File: config.mk
export PLATFORM = sky130hd
export DESIGN_NAME = preemptive_lifo_task_scheduler
export DESIGN_NICKNAME = d
export VERILOG_FILES = /design/src/rtl/core/plts_pkg.sv /design/src/rtl/core/preemptive_lifo_task_scheduler.sv /design/src/rtl/core/plts_stack.sv
export SDC_FILE = /design/constraint.sdc
export NUM_CORES = 1
export LEC_CHECK = 0
export BUFFER_PORTS_ARGS = -buffer_cell sky130_fd_sc_hd__buf_2
export CORE_MARGIN = 2
export CORE_UTILIZATION = 60
export CTS_CLUSTER_SIZE = 16
export DETAILED_ROUTE_END_ITERATION = 6
export PLACE_DENSITY_LB_ADDON = 0.05
export SLEW_MARGIN = 20
export SYNTH_ARGS = -nofsm -noshare
export SYNTH_HDL_FRONTEND = slang
export SYNTH_SLANG_ARGS = --single-unit
export TNS_END_PERCENT = 50
File: constraint.sdc
create_clock -name clk -period 12.3 [get_ports clk]
set_clock_uncertainty 0.05 [all_clocks]
set_input_delay 1.23 -clock clk [delete_from_list [all_inputs] [get_ports clk]]
set_output_delay 1.23 -clock clk [all_outputs]
set_load 0.05 [all_outputs]
File: src/rtl/core/plts_pkg.sv
// ----------------------------------------------------------------------------
// plts_pkg: shared types for the preemptive LIFO task scheduler
// Holds the payload structs of both channels, the stack entry and control
// structs, the status codes and the sequencer state encoding.
// ----------------------------------------------------------------------------
package plts_pkg;

	// Input payload: one arriving task
	typedef struct packed {
		logic [7:0]  task_id;
		logic [10:0] start_minute;
		logic [9:0]  duration;
		logic        last_task;
	} task_t;

	// Output payload: one completed or dropped task
	typedef struct packed {
		logic [7:0] done_id;
		logic       status;
		logic       end_of_run;
	} result_t;

	// One paused task on the stack
	typedef struct packed {
		logic [7:0] id;
		logic [9:0] remaining;
	} entry_t;

	// Stack commands from the sequencer
	typedef struct packed {
		logic   push;
		logic   pop;
		logic   upd;
		entry_t ent;
	} stk_ctl_t;

	// Stack status back to the sequencer
	typedef struct packed {
		logic   full;
		logic   empty;
		entry_t top;
	} stk_sts_t;

	localparam logic STATUS_DONE     = 1'b0;
	localparam logic STATUS_OVERFLOW = 1'b1;

	// Sequencer states, one-hot
	typedef enum logic [6:0] {
		ST_IDLE  = 7'b0000001,
		ST_GAP   = 7'b0000010,
		ST_CUR   = 7'b0000100,
		ST_POP   = 7'b0001000,
		ST_LOAD  = 7'b0010000,
		ST_FLUSH = 7'b0100000,
		ST_FIN   = 7'b1000000
	} state_t;

endpackage

File: src/rtl/core/preemptive_lifo_task_scheduler.sv
// ----------------------------------------------------------------------------
// preemptive_lifo_task_scheduler: run-to-gap scheduler with a LIFO of
// paused tasks
//
// Tasks arrive on the task channel (task_valid / task_ready / task_data) in
// non-decreasing start order. The time since the previous start runs the
// current task; a finished task is reported and the remaining time resumes
// paused tasks from the stack, newest first. An unfinished task is paused on
// the stack, or reported with overflow status when the stack is full.
// A task flagged last is reported at once, followed by every paused task.
// Results leave on the result channel (result_valid / result_ready /
// result_data); end_of_run marks the final result of each task transfer.
//
// One task at a time: task_ready is high only while the sequencer is idle.
// A task steps through the gap, the current task if any, resumed pops, the
// load, any flush pops and the final step; stack pops go one at a time, as
// set by the single read port of the stack memory and the shared
// subtractor.
// Results trail the sequencer by one pending register and one output
// register. A stalled receiver holds the sequencer at its next result.
// Reset empties the stack and clears the current task and previous start.
// ----------------------------------------------------------------------------
module preemptive_lifo_task_scheduler #(
	parameter int STACK_DEPTH = 16
) (
	input  logic              clk,
	input  logic              arst_n,
	input  logic              task_valid,
	output logic              task_ready,
	input  plts_pkg::task_t   task_data,
	output logic              result_valid,
	input  logic              result_ready,
	output plts_pkg::result_t result_data
);

	plts_pkg::state_t   state_q;
	plts_pkg::state_t   state_d;
	plts_pkg::task_t    in_q;
	plts_pkg::stk_ctl_t ctl;
	plts_pkg::stk_sts_t sts;
	plts_pkg::result_t  pend_q;
	plts_pkg::result_t  out_q;

	logic        have_cur_q;
	logic [7:0]  cur_id_q;
	logic [9:0]  cur_rem_q;
	logic [10:0] prev_q;
	logic [10:0] gap_q;
	logic [10:0] gap_d;
	logic        gap_we;
	logic        pend_valid_q;
	logic        out_valid_q;

	logic [10:0] sub_a;
	logic [10:0] sub_b;
	logic [11:0] sub_d;
	logic [11:0] sub_neg;
	logic        borrow;

	logic        ok;
	logic        gen;
	logic [7:0]  gen_id;
	logic        gen_st;
	logic        cur_load;
	logic        fin_push;
	logic        out_load;

	plts_stack #(
		.STACK_DEPTH(STACK_DEPTH)
	) u_stack (
		.clk   (clk),
		.arst_n(arst_n),
		.ctl   (ctl),
		.sts   (sts)
	);

	// Shared subtractor: operands chosen by the sequencer state
	always_comb begin
		case (state_q)
			plts_pkg::ST_GAP: begin
				sub_a = in_q.start_minute;
				sub_b = prev_q;
			end
			plts_pkg::ST_CUR: begin
				sub_a = gap_q;
				sub_b = {1'b0, cur_rem_q};
			end
			plts_pkg::ST_POP: begin
				sub_a = gap_q;
				sub_b = {1'b0, sts.top.remaining};
			end
			default: begin
				sub_a = '0;
				sub_b = '0;
			end
		endcase
	end

	assign sub_d   = {1'b0, sub_a} - {1'b0, sub_b};
	assign sub_neg = 12'd0 - sub_d;
	assign borrow  = sub_d[11];

	// A new result may move the pending one into the output register
	assign ok = !pend_valid_q || !out_valid_q || result_ready;

	// Sequencer
	always_comb begin
		state_d  = state_q;
		gen      = 1'b0;
		gen_id   = cur_id_q;
		gen_st   = plts_pkg::STATUS_DONE;
		ctl      = '0;
		gap_we   = 1'b0;
		gap_d    = gap_q;
		cur_load = 1'b0;
		fin_push = 1'b0;
		case (state_q)
			plts_pkg::ST_IDLE: begin
				if (task_valid) begin
					state_d = plts_pkg::ST_GAP;
				end
			end
			plts_pkg::ST_GAP: begin
				// Elapsed time, clamped at zero
				gap_we  = 1'b1;
				gap_d   = borrow ? '0 : sub_d[10:0];
				state_d = have_cur_q ? plts_pkg::ST_CUR : plts_pkg::ST_LOAD;
			end
			plts_pkg::ST_CUR: begin
				if (ok) begin
					if (!borrow) begin
						// Current task finishes, keep the leftover time
						gen     = 1'b1;
						gap_we  = 1'b1;
						gap_d   = sub_d[10:0];
						state_d = plts_pkg::ST_POP;
					end else begin
						// Pause the current task, or drop it when full
						if (!sts.full) begin
							ctl.push          = 1'b1;
							ctl.ent.id        = cur_id_q;
							ctl.ent.remaining = sub_neg[9:0];
						end else begin
							gen    = 1'b1;
							gen_st = plts_pkg::STATUS_OVERFLOW;
						end
						state_d = plts_pkg::ST_LOAD;
					end
				end
			end
			plts_pkg::ST_POP: begin
				if ((gap_q == '0) || sts.empty) begin
					state_d = plts_pkg::ST_LOAD;
				end else if (ok) begin
					if (borrow) begin
						// Top task only partly served: write back its time
						ctl.upd           = 1'b1;
						ctl.ent.id        = sts.top.id;
						ctl.ent.remaining = sub_neg[9:0];
						state_d           = plts_pkg::ST_LOAD;
					end else begin
						gen     = 1'b1;
						gen_id  = sts.top.id;
						gap_we  = 1'b1;
						gap_d   = sub_d[10:0];
						ctl.pop = 1'b1;
					end
				end
			end
			plts_pkg::ST_LOAD: begin
				if (ok) begin
					cur_load = 1'b1;
					if (in_q.last_task) begin
						gen     = 1'b1;
						gen_id  = in_q.task_id;
						state_d = plts_pkg::ST_FLUSH;
					end else begin
						state_d = plts_pkg::ST_FIN;
					end
				end
			end
			plts_pkg::ST_FLUSH: begin
				if (sts.empty) begin
					state_d = plts_pkg::ST_FIN;
				end else if (ok) begin
					gen     = 1'b1;
					gen_id  = sts.top.id;
					ctl.pop = 1'b1;
				end
			end
			plts_pkg::ST_FIN: begin
				// Release the pending result as the end of the run
				if (!pend_valid_q) begin
					state_d = plts_pkg::ST_IDLE;
				end else if (!out_valid_q || result_ready) begin
					fin_push = 1'b1;
					state_d  = plts_pkg::ST_IDLE;
				end
			end
			default: begin
				state_d = plts_pkg::ST_IDLE;
			end
		endcase
	end

	assign out_load = (gen && pend_valid_q) || fin_push;

	// Control state
	always_ff @(posedge clk or negedge arst_n) begin
		if (!arst_n) begin
			state_q      <= plts_pkg::ST_IDLE;
			have_cur_q   <= 1'b0;
			cur_id_q     <= '0;
			cur_rem_q    <= '0;
			prev_q       <= '0;
			pend_valid_q <= 1'b0;
			out_valid_q  <= 1'b0;
		end else begin
			state_q <= state_d;
			if (state_q == plts_pkg::ST_GAP) begin
				prev_q <= in_q.start_minute;
			end
			if (cur_load) begin
				cur_id_q <= in_q.task_id;
				if (in_q.last_task) begin
					have_cur_q <= 1'b0;
					cur_rem_q  <= '0;
				end else begin
					have_cur_q <= 1'b1;
					cur_rem_q  <= in_q.duration;
				end
			end
			if (gen) begin
				pend_valid_q <= 1'b1;
			end else if (fin_push) begin
				pend_valid_q <= 1'b0;
			end
			if (out_load) begin
				out_valid_q <= 1'b1;
			end else if (result_ready) begin
				out_valid_q <= 1'b0;
			end
		end
	end

	// Payload registers
	always_ff @(posedge clk) begin
		if (task_valid && task_ready) begin
			in_q <= task_data;
		end
		if (gap_we) begin
			gap_q <= gap_d;
		end
		if (gen) begin
			pend_q <= '{done_id: gen_id, status: gen_st, end_of_run: 1'b0};
		end
		if (out_load) begin
			out_q <= '{done_id: pend_q.done_id, status: pend_q.status, end_of_run: fin_push};
		end
	end

	assign task_ready   = (state_q == plts_pkg::ST_IDLE);
	assign result_valid = out_valid_q;
	assign result_data  = out_q;

	// Nothing is left pending while waiting for a task
	a_idle_no_pend: assert property (@(posedge clk) disable iff (!arst_n)
		(state_q == plts_pkg::ST_IDLE) |-> !pend_valid_q)
		else $error("result pending while idle");

	// A transfer on the task channel starts the gap step
	a_accept_gap: assert property (@(posedge clk) disable iff (!arst_n)
		(task_valid && task_ready) |=> (state_q == plts_pkg::ST_GAP))
		else $error("accepted task did not start");

	// A last task leaves no current task and an empty stack
	a_last_flush: assert property (@(posedge clk) disable iff (!arst_n)
		((state_q == plts_pkg::ST_FIN) && in_q.last_task) |-> (!have_cur_q && sts.empty))
		else $error("state left after last task");

	// The output register is loaded only when free or draining
	a_out_free: assert property (@(posedge clk) disable iff (!arst_n)
		out_load |-> (!out_valid_q || result_ready))
		else $error("output register overwritten");

endmodule

File: src/rtl/core/plts_stack.sv
// ----------------------------------------------------------------------------
// plts_stack: LIFO of paused tasks
// Memory of paused entries with a count. The registered read port always
// presents the entry at the top of the stack, with write-to-read bypass.
// ----------------------------------------------------------------------------
module plts_stack #(
	parameter int STACK_DEPTH = 16
) (
	input  logic               clk,
	input  logic               arst_n,
	input  plts_pkg::stk_ctl_t ctl,
	output plts_pkg::stk_sts_t sts
);

	localparam int AW = (STACK_DEPTH > 1) ? $clog2(STACK_DEPTH) : 1;
	localparam int CW = $clog2(STACK_DEPTH + 1);

	plts_pkg::entry_t mem [STACK_DEPTH];
	plts_pkg::entry_t rd_q;
	logic [CW-1:0]    count_q;
	logic [CW-1:0]    count_d;
	logic [CW-1:0]    top_cnt;
	logic [CW-1:0]    rd_cnt;
	logic [AW-1:0]    wr_addr;
	logic [AW-1:0]    rd_addr;
	logic             we;

	// Advance the fill count
	always_comb begin
		count_d = count_q;
		if (ctl.push) begin
			count_d = count_q + CW'(1);
		end else if (ctl.pop) begin
			count_d = count_q - CW'(1);
		end
	end

	// Push writes above the top, update rewrites the top; read the next top
	assign top_cnt = count_q - CW'(1);
	assign rd_cnt  = count_d - CW'(1);
	assign wr_addr = ctl.push ? count_q[AW-1:0] : top_cnt[AW-1:0];
	assign rd_addr = rd_cnt[AW-1:0];
	assign we      = ctl.push | ctl.upd;

	always_ff @(posedge clk or negedge arst_n) begin
		if (!arst_n) begin
			count_q <= '0;
		end else begin
			count_q <= count_d;
		end
	end

	// Entry store with registered top read
	always_ff @(posedge clk) begin
		if (we) begin
			mem[wr_addr] <= ctl.ent;
		end
		if (we && (wr_addr == rd_addr)) begin
			rd_q <= ctl.ent;
		end else begin
			rd_q <= mem[rd_addr];
		end
	end

	assign sts.full  = (count_q == CW'(STACK_DEPTH));
	assign sts.empty = (count_q == '0);
	assign sts.top   = rd_q;

	// Never push onto a full stack
	a_push_not_full: assert property (@(posedge clk) disable iff (!arst_n)
		ctl.push |-> !sts.full)
		else $error("push onto full stack");

	// Never pop or update an empty stack
	a_pop_not_empty: assert property (@(posedge clk) disable iff (!arst_n)
		(ctl.pop || ctl.upd) |-> !sts.empty)
		else $error("pop or update on empty stack");

	// Commands are exclusive
	a_cmd_excl: assert property (@(posedge clk) disable iff (!arst_n)
		$onehot0({ctl.push, ctl.pop, ctl.upd}))
		else $error("conflicting stack commands");

endmodule
==> flow_metrics.tcl, run 1 <==
set metrics [dict create \
    status "completed" \
    gr-usage-met2_pct 38.7 \
    layout_min_cycle_time_ps 6950 \
    drv_slew 0 \
    dieArea_um2 28800 \
    grt_max_degree 49 \
    syn_nets 1002 \
    criticalPathCategory "reg2reg" \
    slew-limit-headroom_pct 25.9 \
    crit_arrival_ps 7070 \
    drtAntennaViolNets 0 \
    cts_tree "yes" \
    max_freq_mhz 144 \
    grt_pass1_vias 8754 \
    nets 1053 \
    leakage_uw 0.00566 \
    setup_violations 0 \
    drc 0 \
    io_pins 46 \
    finalHoldViolCount 0 \
    fillers 1752 \
    drt_first_iter_violations 910 \
    area_growth_syn_to_layout_pct 11.7 \
    crit_path_start_kind "flop" \
    htree_num_levels 2 \
    ys_seq_area_share_pct 70.6 \
    fin_area_um2 18400 \
    antenna_cells 0 \
    synth-seq-cells 396 \
    start_util_pct 61.2 \
    grt_overflow 0 \
    setup.worst_path.end_class "flop" \
    clkLatencyLatePin_ps 550 \
    netlist_instances 952 \
    clock_sinks 396 \
    wl_per_cell_um 25.4 \
    holdWs_ps 368 \
    worst_slack_ps 5350 \
    synth_cell_type_count 68 \
    core-area_um2 27000 \
    seq_area_um2 11600 \
    layout_common_cells "edfxtp_1 (348), mux4_2 (90), nand2_1 (87), buf_2 (44), dfrtp_1 (43)" \
    drive_above_1_share_pct 23.7 \
    synthesis.area_per_instance_um2 17.3 \
    multi_input_area_um2 4730 \
    ys_warn_count 0 \
    port_buffers 45 \
    grt_setup_unrepaired "no" \
    hpwl_um 22400 \
    via_per_inst 6.44 \
    grt_use_met3_pct 4.66 \
    power.density_nw_per_um2 208 \
    antenna_found_initial 0 \
    irDropWorstVdd_v 0.000160 \
    hold_buffers 0 \
    die_y_um 170 \
    min_period_over_period_pct 56.5 \
    cts_setup_buffers 0 \
    hp-class "reg2reg" \
    cp_max_fo 40 \
    yosys_most_used_dff "edfxtp_1" \
    setup-tns-final_ps 0 \
    num_vias 8836 \
    final_common_cell "edfxtp_1" \
    async_flop_share_pct 11.1 \
    dp_slack_ps 5040 \
    cts.path.max_buffers 3 \
    use_met1_pct 37.5 \
    drv_cap 0 \
    crit_required_ps 12410 \
    track_usage_pct 24.9 \
    ctsRootBufferMaster "clkbuf_16" \
    synth_area_um2 16500 \
    finalWirelength_um 34900 \
    grt.busiest_layer "met2" \
    die_x_um 170 \
    drt_pre_antenna_iters 5 \
    ctsResizeCount 0 \
    synth_edf_count 348 \
    cts_buffers 40 \
    grt_first_pass_wirelength_um 52700 \
    gp_congestion 0.886 \
    rows 60 \
    clkSlewWorstSetupHoldPaths_ps 60 \
    worst_pin_slew_ps 1110 \
    postPlaceCellArea_um2 17100 \
]
==> layout make-up <==
cell class	count	share of cell area, %
flip-flops and latches	396	63.2
well taps	341	2.32
repair buffers	53	1.56
clock buffers	49	5.73
clock inverters	22	1.29
multi-input cells	499	25.7
inverters	13	0.265
==> critical path, cell delays in order (launching register included) <==
cell,delay (ps)
dfxtp_4,780
buf_4,740
mux4_2,600
mux4_2,520
a21oi_1,180
ha_1,280
and2_1,180
a221o_1,360
o2111a_1,380
nor4_4,690
a22oi_1,170
o21ai_0,430
nand2_1,270
nor2_2,890
==> synthesized netlist by cell type, drive strengths merged, types with 8 or more instances <==
library cell	n	share of area (%)
dfrtp	43	6.5
o21ai	14	0.43
ha	15	1.1
edfxtp	348	63
and2	8	0.30
a31oi	9	0.34
nand3b	12	0.55
buf	19	0.52
o22a	9	0.48
xnor2	10	0.58
nand3	9	0.27
nor2	62	1.4
a22o	26	1.4
clkbuf	25	0.57
a21oi	23	0.77
mux4	90	12
nor3	11	0.39
inv	13	0.30
nor2b	8	0.30
nand2	87	2.0
mux2	12	0.82
==> report_power, final <==
part	internal, uW	total, uW	switching [uW]
sequential	1600	1700	108
clock	699	1190	494
combinational	374	932	558
total	2670	3830	1160
==> per-layer routing <==
layer	share of wire, %	wire, um
met1	43	15100
met2	47	16500
met3	7.6	2670
met4	1.8	645
met5	0	0
==> metrics by stage <==
step / utilization (%) / power (uW) / cells
after floorplan: - / 2420 / 952
after global placement: 63.3 / 2610 / 1302
after detailed placement: 63.4 / 2630 / 1302
after CTS: 68.2 / 3830 / 1373
after global routing: 68.4 / 4010 / 1373
final: 68.4 / 3830 / 1373
==> state kept, by name, summed over array words and instances, names as in the netlist, named ones only <==
name,cells
cur_id_q,8
cur_rem_q,10
gap_q,11
have_cur_q,1
in_q,30
pend_q,9
pend_valid_q,1
prev_q,11
result_data,10
result_valid,1
state_q,7
u_stack.count_q,5
u_stack.mem,288
==> final timing paths <==
check	from	endpoint	slack, ps	depth (start not counted)
max	flop	u_stack.mem[11][9]	5350	13
min	pend_q[2]	result_data[2]	370	0
max reg2reg	flop	u_stack.mem[11][9]	5350	13
min reg2reg	pend_q[2]	result_data[2]	370	0
max in group asynchronous	arst_n	prev_q[3]	11130	1
min in group asynchronous	arst_n	cur_id_q[1]	640	1
==> cell families (layout without fill, tap and decap cells) <==
logic type	count (synthesis)	after routing	share of synthesized area, %
flip-flops	396	396	70.6
AND/OR/NAND/NOR	231	231	6.69
XOR/XNOR	17	17	0.949
multiplexers	104	104	13.2
AO/OA/AOI/OAI	131	131	5.91
adder cells (fa/ha/maj)	16	16	1.26
buffers and inverters	57	137	1.39
Power figures use the tool's default switching activity.
==> run 2: changes to the inputs <==
ABC_AREA = 1   (was unset)
CORE_UTILIZATION = 56   (was 60)
clock period = 5.9 ns   (was 12.3 ns; I/O delays follow)
==> flow_metrics.tcl, run 2 <==
set metrics [dict create \
    layout_common_cells "edfxtp_1 (348), nor2_1 (221), o21ai_0 (213), nand2_1 (157), inv_1 (109)" \
    worst_pin_slew_ps 1070 \
    cp_max_fo 26 \
    grt_pass1_vias 11200 \
    worst_slack_ps 727 \
    clkLatencyLatePin_ps 530 \
    irDropWorstVdd_v 0.000320 \
    leakage_uw 0.00657 \
    core-area_um2 30300 \
    drt_first_iter_violations 1158 \
    port_buffers 45 \
    ctsResizeCount 0 \
    syn_nets 1556 \
    reg_top3 "u_stack.mem x288, in_q x30" \
    stdcell_count 2007 \
    via_per_inst 5.85 \
    criticalPathCategory "reg2reg" \
    yosys.area.top_type "edfxtp_1" \
    async_flop_share_pct 11.1 \
    slew-limit-headroom_pct 28.4 \
    yosysTopAreaCellShare_pct 61.0 \
    power.density_nw_per_um2 478 \
    slowest_delay_ps 810 \
    clkSlewWorstSetupHoldPaths_ps 60 \
    die_x_um 179 \
    synth_area_um2 17100 \
    synth.most_common_cell "edfxtp_1" \
    cts.path.max_buffers 3 \
    finalHoldViolCount 0 \
    netlist_instances 1506 \
    ctsRootBufferMaster "clkbuf_16" \
    dieArea_um2 32000 \
    antenna_found_initial 0 \
    synthesis.area_per_instance_um2 11.4 \
    setup-tns-final_ps 0 \
    cp_slowest_cell "nor2_1" \
    grt_setup_unrepaired "no" \
    rows 64 \
    drv_cap 0 \
    hp-class "in2async" \
    grt_overflow 0 \
    drv_slew 0 \
    ys_seq_area_share_pct 67.9 \
    final_common_cell "edfxtp_1" \
    drt_pre_antenna_iters 5 \
    synth-seq-cells 396 \
    track_usage_pct 27.0 \
    wl_per_cell_um 21.2 \
    dp_slack_ps 834 \
    crit_path_start_kind "flop" \
    path_cells "clkinv_1 -> o221ai_1 -> o21ai_1 -> nand2_1 -> nand3_1 -> o211ai_1 -> inv_1 -> ha_1 -> nand2_1 -> inv_2 -> nand2_1 -> nand2_1 -> nand2_1 -> nand3_4 -> inv_4 -> nand3_4 -> nand2_4 -> o21ai_0 -> nor2_1" \
    hold_buffers 0 \
    max_freq_mhz 193 \
    cts_buffers 42 \
    crit_arrival_ps 5300 \
    layout_min_cycle_time_ps 5170 \
    holdWs_ps 87.8 \
    drtAntennaViolNets 0 \
    die_y_um 179 \
    num_vias 11700 \
    ys_warn_count 0 \
    hpwl_um 26400 \
    cpLargestDelayFamily "simple AND/OR/NAND/NOR gates" \
    area_growth_syn_to_layout_pct 13.3 \
    top_register "u_stack.mem" \
    setup_violations 0 \
    drive_above_1_share_pct 14.3 \
    grt_max_degree 66 \
    cpMostUsedCell "nand2_1" \
    finalWirelength_um 42600 \
    crit_required_ps 6030 \
    yosys-top-cells-area "edfxtp_1 (61%), dfrtp_1 (6.3%), o21ai_0 (6.2%), nor2_1 (5.2%), nand2_1 (3.4%)" \
    largest_register_ffs 288 \
    start_util_pct 56.4 \
    dp_cells 1933 \
    cts_setup_buffers 0 \
    synth_cell_type_count 50 \
    cts_tree "yes" \
    min_period_over_period_pct 87.7 \
    clock_sinks 396 \
    yosys_most_used_dff "edfxtp_1" \
    drc 0 \
    grt_first_pass_wirelength_um 64700 \
    setup.worst_path.end_class "flop" \
    path_buf_inv 4 \
    status "completed" \
    gp_congestion 0.854 \
    synth_edf_count 348 \
    r2r_slack_ps 730 \
    nets 1631 \
    antenna_cells 0 \
    htree_num_levels 2 \
    io_pins 46 \
    yosys-top-cells-count "edfxtp_1 (348), nor2_1 (238), o21ai_0 (213), nand2_1 (157), inv_1 (109)" \
]
-- run 2: changes by cell type in the layout (fill, tap and decap cells not counted), sizes merged, moves of 22 or more --
cell and change:
mux4 -90, o22ai +44, inv +109, nand3 +76, a22o -26, nand2 +80, o21ai +205, buf +50
o211ai +32, nor2 +185, o221ai +22
-- run 2: cells by family after synthesis --
kind of cell / count (synthesis) / share of synthesized area [%]
buffers and inverters: 198 / 4.63
AOI/OAI and AO/OA: 362 / 12.2
and+or+nand+nor: 519 / 13.2
xor gates and xnor gates: 15 / 0.811
adders and majority gates: 16 / 1.21
DFF: 396 / 67.9
-- run 2: final timing paths --
kind                              startpoint                 end  cells past startpoint
worst min register to register     pend_q[8]      result_data[8]                      0
min in group clk                task_data[0]             in_q[0]                      1
worst min-delay path                  arst_n         cur_id_q[3]                      2
max in group asynchronous             arst_n        cur_rem_q[9]                      2
worst max register to register          flop  u_stack.mem[13][8]                     19
worst max-delay path                    flop  u_stack.mem[13][8]                     19
-- run 2: cell type report --
type                       instances  area, um2
fill                            2378      11000
tap                              396        495
inverter                         126        478
clock inverter                    19        159
timing repair buffer             103        736
sequential                       396      11600
clock buffer                      55       1140
multi-input combinational        912       4750
-- run 2: per-layer routing --
layer / wire length [um] / up-vias / GRT usage [%]
met2: 20500 / 432 / 44.4
met4: 1080 / 0 / 7.25
met1: 18300 / 5727 / 38.0
met5: 0 / - / 0
met3: 2680 / 72 / 3.92
li1: - / 5505 / -
-- run 2: per-stage QoR --
step / util [%] / instance area (um2) / total power [uW]
6_report: 63.9 / 19400 / 9270
3_5_place_dp: 59.6 / 18100 / 6800
4_1_cts: 63.9 / 19400 / 9280
3_3_place_gp: 59.6 / 18100 / 6760
5_1_grt: 63.9 / 19400 / 9830
2_1_floorplan: - / 17100 / 5820
-- run 2: worst register-to-register path, stage by stage, from the launching register on --
cell	delay, ps
dfxtp_2	740
clkinv_1	740
o221ai_1	260
o21ai_1	100
nand2_1	80
nand3_1	140
o211ai_1	150
inv_1	70
ha_1	350
nand2_1	90
inv_2	40
nand2_1	50
nand2_1	60
nand2_1	100
nand3_4	150
inv_4	120
nand3_4	300
nand2_4	320
o21ai_0	120
nor2_1	810
-- run 2: power breakdown --
part	switching, uW	internal (uW)
registers	171	3360
clock network	1040	1450
logic	2280	967
total	3490	5780
